## src/rtl/assert_macros.svh

```systemverilog
// Assertion macros shared by the RTL of the branch predictor.
// Depends on nothing; each macro expects clk and rst_n in scope.
`ifndef ASSERT_MACROS_SVH
`define ASSERT_MACROS_SVH

// Implication checked at every rising edge outside of reset.
`define ASSERT_IMPL(label, ante, cons, msg) \
    label: assert property (@(posedge clk) disable iff (!rst_n) (ante) |-> (cons)) \
        else $error(msg);

// Condition that must hold at every rising edge outside of reset.
`define ASSERT_ALWAYS(label, cond, msg) \
    label: assert property (@(posedge clk) disable iff (!rst_n) (cond)) \
        else $error(msg);

`endif

```

## src/rtl/lhbp_pkg.sv

```systemverilog
// Types and constants of the local history branch predictor.
// Depends on nothing; used by local_history_branch_predictor.
package lhbp_pkg;

    localparam int ADDR_W      = 32;
    localparam int HIST_W      = 3;
    localparam int CTR_W       = 3;
    localparam int NUM_CTR     = 1 << HIST_W;
    localparam int OUT_IDX_W   = 4;
    localparam int IDX_LSB     = 2;
    localparam int ENTRIES_DEF = 16;

    localparam logic [CTR_W-1:0] CTR_MAX = 3'd7;
    localparam logic [CTR_W-1:0] CTR_MIN = 3'd0;

    // One table row: the local history and the counters it selects.
    typedef struct packed {
        logic [HIST_W-1:0]              hist;
        logic [NUM_CTR-1:0][CTR_W-1:0]  ctr;
    } row_t;

    // Saturating move of a counter toward the outcome.
    function automatic logic [CTR_W-1:0] ctr_update(input logic [CTR_W-1:0] ctr,
                                                    input logic taken);
        logic [CTR_W-1:0] res;
        res = ctr;
        if (taken)
        begin
            if (ctr != CTR_MAX)
            begin
                res = ctr + CTR_W'(1);
            end
        end
        else
        begin
            if (ctr != CTR_MIN)
            begin
                res = ctr - CTR_W'(1);
            end
        end
        return res;
    endfunction

endpackage

```

## src/rtl/local_history_branch_predictor.sv

```systemverilog
// Two-level local history branch predictor: a row table of history and counters.
// Depends on lhbp_pkg and assert_macros.svh.
// A request is registered in the first stage, then in the result register; throughput: 1
// request per cycle while out_stall is low, set by a read-modify-write of one table row with
// write-through forwarding. Reset: asynchronous; afterwards a clearing pass zeroes all
// 2**floor(log2(ENTRIES)) table rows, and no request is accepted until it ends.
`include "assert_macros.svh"

module local_history_branch_predictor #(
    parameter int ENTRIES = lhbp_pkg::ENTRIES_DEF
) (
    input  logic                           clk,
    input  logic                           rst_n,
    input  logic                           in_valid,
    output logic                           in_stall,
    input  logic [lhbp_pkg::ADDR_W-1:0]    branch_addr,
    input  logic                           outcome_taken,
    output logic                           out_valid,
    input  logic                           out_stall,
    output logic                           predict_taken,
    output logic                           mispredict,
    output logic [lhbp_pkg::OUT_IDX_W-1:0] entry_index,
    output logic [lhbp_pkg::CTR_W-1:0]     counter_before
);
    import lhbp_pkg::*;

    // Index bits are floor(log2(ENTRIES)); at least one bit is kept for the storage.
    localparam int K     = $clog2(ENTRIES + 1) - 1;
    localparam int IW    = (K < 1) ? 1 : K;
    localparam int ROWS  = 1 << K;
    localparam int EXT_W = IW + OUT_IDX_W;

    row_t               mem [ROWS];

    logic               clr_busy_reg;
    logic [IW-1:0]      clr_idx_reg;

    logic               s1_valid_reg;
    logic [IW-1:0]      s1_idx_reg;
    logic               s1_taken_reg;
    row_t               row_reg;

    logic               out_valid_reg;
    logic               pred_reg;
    logic               miss_reg;
    logic [OUT_IDX_W-1:0] index_reg;
    logic [CTR_W-1:0]   ctr_reg;

    logic               out_free;
    logic               s1_adv;
    logic               in_acc;
    logic [IW-1:0]      idx_in;
    logic [HIST_W-1:0]  hist_cur;
    logic [CTR_W-1:0]   ctr_cur;
    logic               pred_cur;
    row_t               row_next;
    logic [EXT_W-1:0]   idx_ext;

    // Handshake: the result register frees the first stage, which frees the input.
    assign out_free = !out_valid_reg || !out_stall;
    assign s1_adv   = s1_valid_reg && out_free;
    assign in_stall = clr_busy_reg || (s1_valid_reg && !out_free);
    assign in_acc   = in_valid && !in_stall;

    // Entry index from the address bits above the byte offset.
    assign idx_in = (K == 0) ? '0 : branch_addr[IDX_LSB +: IW];

    // Prediction and row update for the item in the first stage.
    always_comb
    begin
        hist_cur = row_reg.hist;
        ctr_cur  = row_reg.ctr[hist_cur];
        pred_cur = ctr_cur[CTR_W-1];
        row_next = row_reg;
        row_next.ctr[hist_cur] = ctr_update(ctr_cur, s1_taken_reg);
        row_next.hist = {hist_cur[HIST_W-2:0], s1_taken_reg};
        idx_ext = EXT_W'(s1_idx_reg);
    end

    // Clearing pass after reset.
    always_ff @(posedge clk or negedge rst_n)
    begin
        if (!rst_n)
        begin
            clr_busy_reg <= 1'b1;
            clr_idx_reg  <= '0;
        end
        else if (clr_busy_reg)
        begin
            if (clr_idx_reg == IW'(ROWS - 1))
            begin
                clr_busy_reg <= 1'b0;
            end
            else
            begin
                clr_idx_reg <= clr_idx_reg + IW'(1);
            end
        end
    end

    // Table writes: zeros during the clearing pass, the updated row otherwise.
    always_ff @(posedge clk)
    begin
        if (clr_busy_reg)
        begin
            mem[clr_idx_reg] <= '0;
        end
        else if (s1_adv)
        begin
            mem[s1_idx_reg] <= row_next;
        end
    end

    // Row read on accept, forwarding the row written at the same edge.
    always_ff @(posedge clk)
    begin
        if (in_acc)
        begin
            s1_idx_reg   <= idx_in;
            s1_taken_reg <= outcome_taken;
            if (s1_adv && (s1_idx_reg == idx_in))
            begin
                row_reg <= row_next;
            end
            else
            begin
                row_reg <= mem[idx_in];
            end
        end
    end

    // Valid flags of the two stages.
    always_ff @(posedge clk or negedge rst_n)
    begin
        if (!rst_n)
        begin
            s1_valid_reg  <= 1'b0;
            out_valid_reg <= 1'b0;
        end
        else
        begin
            if (in_acc)
            begin
                s1_valid_reg <= 1'b1;
            end
            else if (s1_adv)
            begin
                s1_valid_reg <= 1'b0;
            end
            if (s1_adv)
            begin
                out_valid_reg <= 1'b1;
            end
            else if (!out_stall)
            begin
                out_valid_reg <= 1'b0;
            end
        end
    end

    // Result register.
    always_ff @(posedge clk)
    begin
        if (s1_adv)
        begin
            pred_reg  <= pred_cur;
            miss_reg  <= pred_cur ^ s1_taken_reg;
            index_reg <= idx_ext[OUT_IDX_W-1:0];
            ctr_reg   <= ctr_cur;
        end
    end

    assign out_valid      = out_valid_reg;
    assign predict_taken  = pred_reg;
    assign mispredict     = miss_reg;
    assign entry_index    = index_reg;
    assign counter_before = ctr_reg;

    // The clearing pass and pipeline traffic never overlap.
    `ASSERT_ALWAYS(a_clear_idle, !(clr_busy_reg && s1_valid_reg), "request in flight during clear")
    `ASSERT_IMPL(a_clear_stall, clr_busy_reg, in_stall, "input open during clearing pass")
    // The prediction is the top bit of the counter that produced it.
    `ASSERT_IMPL(a_pred_ctr, out_valid_reg, predict_taken == counter_before[CTR_W-1],
        "prediction disagrees with counter")
    // A new result only follows a request that sat in the first stage.
    `ASSERT_IMPL(a_out_src, $rose(out_valid_reg), $past(s1_valid_reg), "result without request")

endmodule
```

## config.mk

```make
export PLATFORM = sky130hd
export DESIGN_NAME = local_history_branch_predictor
export DESIGN_NICKNAME = d
export VERILOG_FILES = /design/src/rtl/lhbp_pkg.sv /design/src/rtl/local_history_branch_predictor.sv
export VERILOG_INCLUDE_DIRS = /design/src /design/src/rtl
export SDC_FILE = /design/constraint.sdc
export NUM_CORES = 1
export LEC_CHECK = 0
export ABC_CLOCK_PERIOD_IN_PS = 9820
export CORE_MARGIN = 4
export CORE_UTILIZATION = 65
export DETAILED_ROUTE_END_ITERATION = 10
export DONT_BUFFER_PORTS = 1
export HOLD_SLACK_MARGIN = 0.03
export PLACE_DENSITY = 0.81
export SLEW_MARGIN = 10
export SYNTH_ARGS = -nofsm -noshare
export SYNTH_HDL_FRONTEND = slang
export SYNTH_SLANG_ARGS = --single-unit
```

## constraint.sdc

```tcl
create_clock -name clk -period 9.82 [get_ports clk]
set_input_delay 1.473 -clock clk [delete_from_list [all_inputs] [get_ports clk]]
set_output_delay 1.473 -clock clk [all_outputs]
set_load 0.02 [all_outputs]
```

Yosys cells after proc, flatten, opt, wreduce, memory -nomap -nowiden
Memory sizes are Yosys's and may differ from the RTL's. A register that Yosys moved wholly into a read port is not among the register bits.
Index checks and enable logic that the tools add are counted.
Word-level totals
  register bits after elaboration: 21
  bits in writable memories: 432
  output and inout port bits: 11
  memories: 1
  input port bits: 37
Memory list
  mem: depth 16, bits a word 27, rd ports 1, clocked after memory_dff 1, write ports 1, line local_history_branch_predictor.sv:33  | row_t mem [ROWS];
Operators by class
  magnitude comparators: 2
  bitwise logic cells: 2
  eq/ne operators: 3
  muxes and demuxes: 22
  add/sub/neg operators: 3
  reduce and logical (&&, ||, !) cells: 14
Operator list (count)
  27-bit 2-to-1 mux: 1
  27-bit OR reduction: 1
  24-bit bitwise mux: 1
  3-bit 2-to-1 mux: 5
  1-bit 2-to-1 mux: 12
  3-bit binary-select mux with 3-bit select: 1
  3-bit demux with 3-bit select: 1
  4-bit by 1-bit adder with 4-bit output (second input constant): 1
  4-bit == test (second input constant): 1
  1-bit logical AND: 4
  1-bit zero test: 4
  3-bit by 4-bit less-than comparator with 1-bit output (second input constant): 1
  4-bit 2-to-1 mux: 1
  3-bit by 1-bit adder with 3-bit output (second input constant): 1
  3-bit by 1-bit >= comparator with 1-bit output (second input constant): 1
  3-bit inequality test (second input constant): 1
  3-bit nonzero test: 1
  3-bit by 1-bit subtractor with 3-bit output (second input constant): 1
  1-bit logical OR: 2
  2-bit by 1-bit inequality test with 1-bit output (second input constant): 1
  2-bit AND reduction: 1
  2-bit nonzero test: 1
  1-bit inverter: 1
  1-bit XOR: 1

Depth between registers and ports, before layout
  depth after elaboration: 8
  gate-level depth with buffers: 11

Least setup slack after synthesis
OpenSTA, ideal clock, no wires.
  path kind: input -> register
  start point: input port out_stall
  end point: memory mem[1][0] (netlist name) (enable)
  stages on the path: 7
  arrival time: 3.663 ns
  path buffers: 2
  slack: 5.746 ns
  cells stage by stage: a21bo_2 nor2_1 buf_2 clkbuf_1 nand3b_1 o31a_1 nor2_1
Between the ends
  word-level cells in the longest chain between the ends: 8
RTL lines
  start, declared: line local_history_branch_predictor.sv:19  | input logic out_stall,
  1-bit zero test (*)
  1-bit logical OR (*): line local_history_branch_predictor.sv:60  | assign out_free = !out_valid_reg || !out_stall;
  1-bit logical AND (*): line local_history_branch_predictor.sv:61  | assign s1_adv = s1_valid_reg && out_free;
  1-bit 2-to-1 mux (*): line local_history_branch_predictor.sv:108  | else if (s1_adv)
  1-bit 2-to-1 mux (*): line local_history_branch_predictor.sv:104  | if (clr_busy_reg)
  1-bit 2-to-1 mux (implied by the code) (*): line local_history_branch_predictor.sv:110  | mem[s1_idx_reg] <= row_next;
  27-bit OR reduction (no line)
  4-bit 2-to-1 mux (no line) / 1-bit 2-to-1 mux (equally long branches)
  end, declared: line local_history_branch_predictor.sv:33
Every way passes the cells marked *; elsewhere a longest branch is shown, timed or not.

Final worst setup path
  start point: input port out_stall
  end point: register, netlist name hist_cur[1]
Between the ends
  word-level cells in the longest chain between the ends: 7
RTL lines
  1-bit zero test
  1-bit logical OR: line local_history_branch_predictor.sv:60
  1-bit zero test: line local_history_branch_predictor.sv:62  | assign in_stall = clr_busy_reg || (s1_valid_reg && !out_free);
  1-bit logical AND: line local_history_branch_predictor.sv:62
  1-bit logical OR: line local_history_branch_predictor.sv:62
  1-bit zero test: line local_history_branch_predictor.sv:63  | assign in_acc = in_valid && !in_stall;
  1-bit logical AND: line local_history_branch_predictor.sv:63
No other way between the ends.
A chain may end at the register's enable or synchronous reset.

==> results.sh <==
export IMPL_timing_rr_start="out_valid"
export IMPL_avgRoutedWirePerCell_um=36.7
export IMPL_endpoint_kind="flop"
export IMPL_layout_nets=957
export IMPL_num_vias=10227
export IMPL_timing_fmax_ghz=0.201
export IMPL_ys_ff_latch=479
export IMPL_cp_arrival_ns=5.28
export IMPL_grt_ovfl_total=0
export IMPL_maxCapViolations=0
export IMPL_peakVddDrop_mv=0.128
export IMPL_layout_drive_gt1_share=0.299
export IMPL_crit_type="in2reg"
export IMPL_die_y_um=180
export IMPL_cts_tree="built"
export IMPL_synth_cell_type_count=54
export IMPL_dieArea_sq_um=32200
export IMPL_root_buffer="clkbuf_16"
export IMPL_async_flop_share=0.0146
export IMPL_ant_nets=0
export IMPL_yosysTopAreaCell="edfxtp_1"
export IMPL_relSlewSlack=0.0914
export IMPL_syn_area_sq_um=19100
export IMPL_grt_max_degree=114
export IMPL_wirelength_um=49100
export IMPL_synth_area_leaders="edfxtp_1 74%, mux4_2 16%, mux2_2 1.2%"
export IMPL_power_density_nw_per_um2=214
export IMPL_synth_yosys_seq_area_share=0.750
export IMPL_fin_hold_ws_ns=0.553
export IMPL_synthTopCellsByCount="472 x edfxtp_1, 137 x mux4_2, 41 x nor2_1"
export IMPL_clockBufferDepth=3
export IMPL_fin_crit_ns=4.97
export IMPL_tightest_slew_ns=1.36
export IMPL_finalSetupViolCount=0
export IMPL_skew_ns=0.0298
export IMPL_post_cts_resize_count=0
export IMPL_rsz0062_at_grt="false"
export IMPL_drc=0
export IMPL_syn_nets=930
export IMPL_std_cell_rows=62
export IMPL_reg2reg_depth=7
export IMPL_antenna_found_initial=0
export IMPL_cts_hold_buf=0
export IMPL_r2r_end="hist_cur[1]"
export IMPL_synthToLayoutAreaGrowth_pct=11.2
export IMPL_synth_edf_count=472
export IMPL_yosysMostFrequentCell="edfxtp_1"
export IMPL_portBuffers=0
export IMPL_worstHoldEndpoint="out_valid"
export IMPL_cts_setup_buffers=0
export IMPL_status="finished, final reports clean"
export IMPL_drt_iter0_markers=2044
export IMPL_syn_avg_cell_area_sq_um=21.5
export IMPL_startpoint_type="input port"
export IMPL_cp_max_fo=35
export IMPL_fin_crit_sh=0.507
export IMPL_die_x_um=180
export IMPL_rrSetupSlack_ns=5.12
export IMPL_grt_pass1_wl_um=72600
export IMPL_ctsHtreeMaxLevel=2
export IMPL_timing_final_ws_setup_ns=4.85
export IMPL_cts_sink_count=479
export IMPL_p_leak_nw=6.75
export IMPL_grtUsageTotal=0.309
export IMPL_worstHoldStart="s1_valid_reg"
export IMPL_final_core_utilization=0.737
export IMPL_n_antenna_cell=0
export IMPL_insertion_delay_ns=0.57
export IMPL_pre_cts_slack_ns=4.61
export IMPL_cts_made_buffers=45
export IMPL_first_pass_iters=8
export IMPL_coreArea_sq_um=28900
export IMPL_finalHoldViolCount=0
export IMPL_synthCells=889
export IMPL_synth_top_area_frac=0.741
export IMPL_largest_reg_flops=432
export IMPL_viasPerCell=7.65
export IMPL_yosysWarningCount=0
export IMPL_worstHoldPathType="reg2reg"
export IMPL_start_util=0.663
export IMPL_hold_depth=1
export IMPL_tns_ns=0
export IMPL_cp_data_required_time_ns=10.12
export IMPL_ys_flop_type="edfxtp_1"
export IMPL_gp_congestion=0.920
export IMPL_cts_reportedPaths_clkPinSlew_ns=0.07
export IMPL_grt_pass1_vias=10504
export IMPL_io_pins=48
export IMPL_hpwl_um=22200
export IMPL_drv_slew=0
through the flow:
| step | instance area, sq um | total power, W | std cells |
|---|---|---|---|
| floorplan | 19100 | 0.00266 | 889 |
| global placement | 19700 | 0.00271 | 1253 |
| detailed placement | 19700 | 0.00274 | 1253 |
| finish | 21300 | 0.00455 | 1337 |
| CTS | 21200 | 0.00454 | 1337 |
| global route | 21300 | 0.00467 | 1337 |
power breakdown:
part	total, W	switching (W)	internal (W)
logic	0.000349	0.000222	0.000128
clock network	0.00182	0.000755	0.00106
registers	0.00239	0.0000363	0.00235
cells by family after synthesis:
| logic type | synth area share |
|---|---|
| DFF | 0.750 |
| adders and majority gates | 0.00262 |
| muxes | 0.179 |
| and+or+nand+nor | 0.0243 |
| xor gates and xnor gates | 0.00268 |
| buffers and inverters | 0.0133 |
| AOI/OAI and AO/OA | 0.0273 |
critical path: stages:
cell and delay, ns:
a21bo_2 0.16, clkinv_2 0.25, nand2_2 0.65, nor3_1 0.18
nor3_1 0.94, or2_1 1.13, mux2_2 0.46
cell type report:
class,count,area (sq um)
clock buffer,57,1210
clock inverter,27,314
fill,1398,7590
inverter,13,50.0
multi-input combinational,351,4660
sequential,479,14400
tap,384,480
timing repair buffer,26,195
cell usage in the layout, fill, tap and decap left out, types with 14 or more instances in the layout:
master     count
nand2_1       15
edfxtp_1     472
o31ai_1       16
buf_4         26
mux4_2       137
o21ai_0       17
clkbuf_16     47
nor2_4        16
mux2_2        21
a31oi_1       14
nor2_1        24
metal layers:
metal / global-route usage / wire length, um
met4: 0.150 / 3230
met5: 0 / 0
met1: 0.407 / 15700
met3: 0.0740 / 6200
met2: 0.496 / 24000
worst max path at each step:
stage | from | slack [ns] | endpoint
after floorplan | out_stall | 5.75 | mem[1][0]
after global placement | out_stall | 4.81 | row_reg[3]
after detailed placement | out_stall | 4.61 | row_reg[23]
after CTS | out_stall | 4.85 | hist_cur[1]
after global routing | out_stall | 4.82 | hist_cur[1]
final | out_stall | 4.85 | hist_cur[1]
No activity file was read; power rests on OpenSTA's default activity.
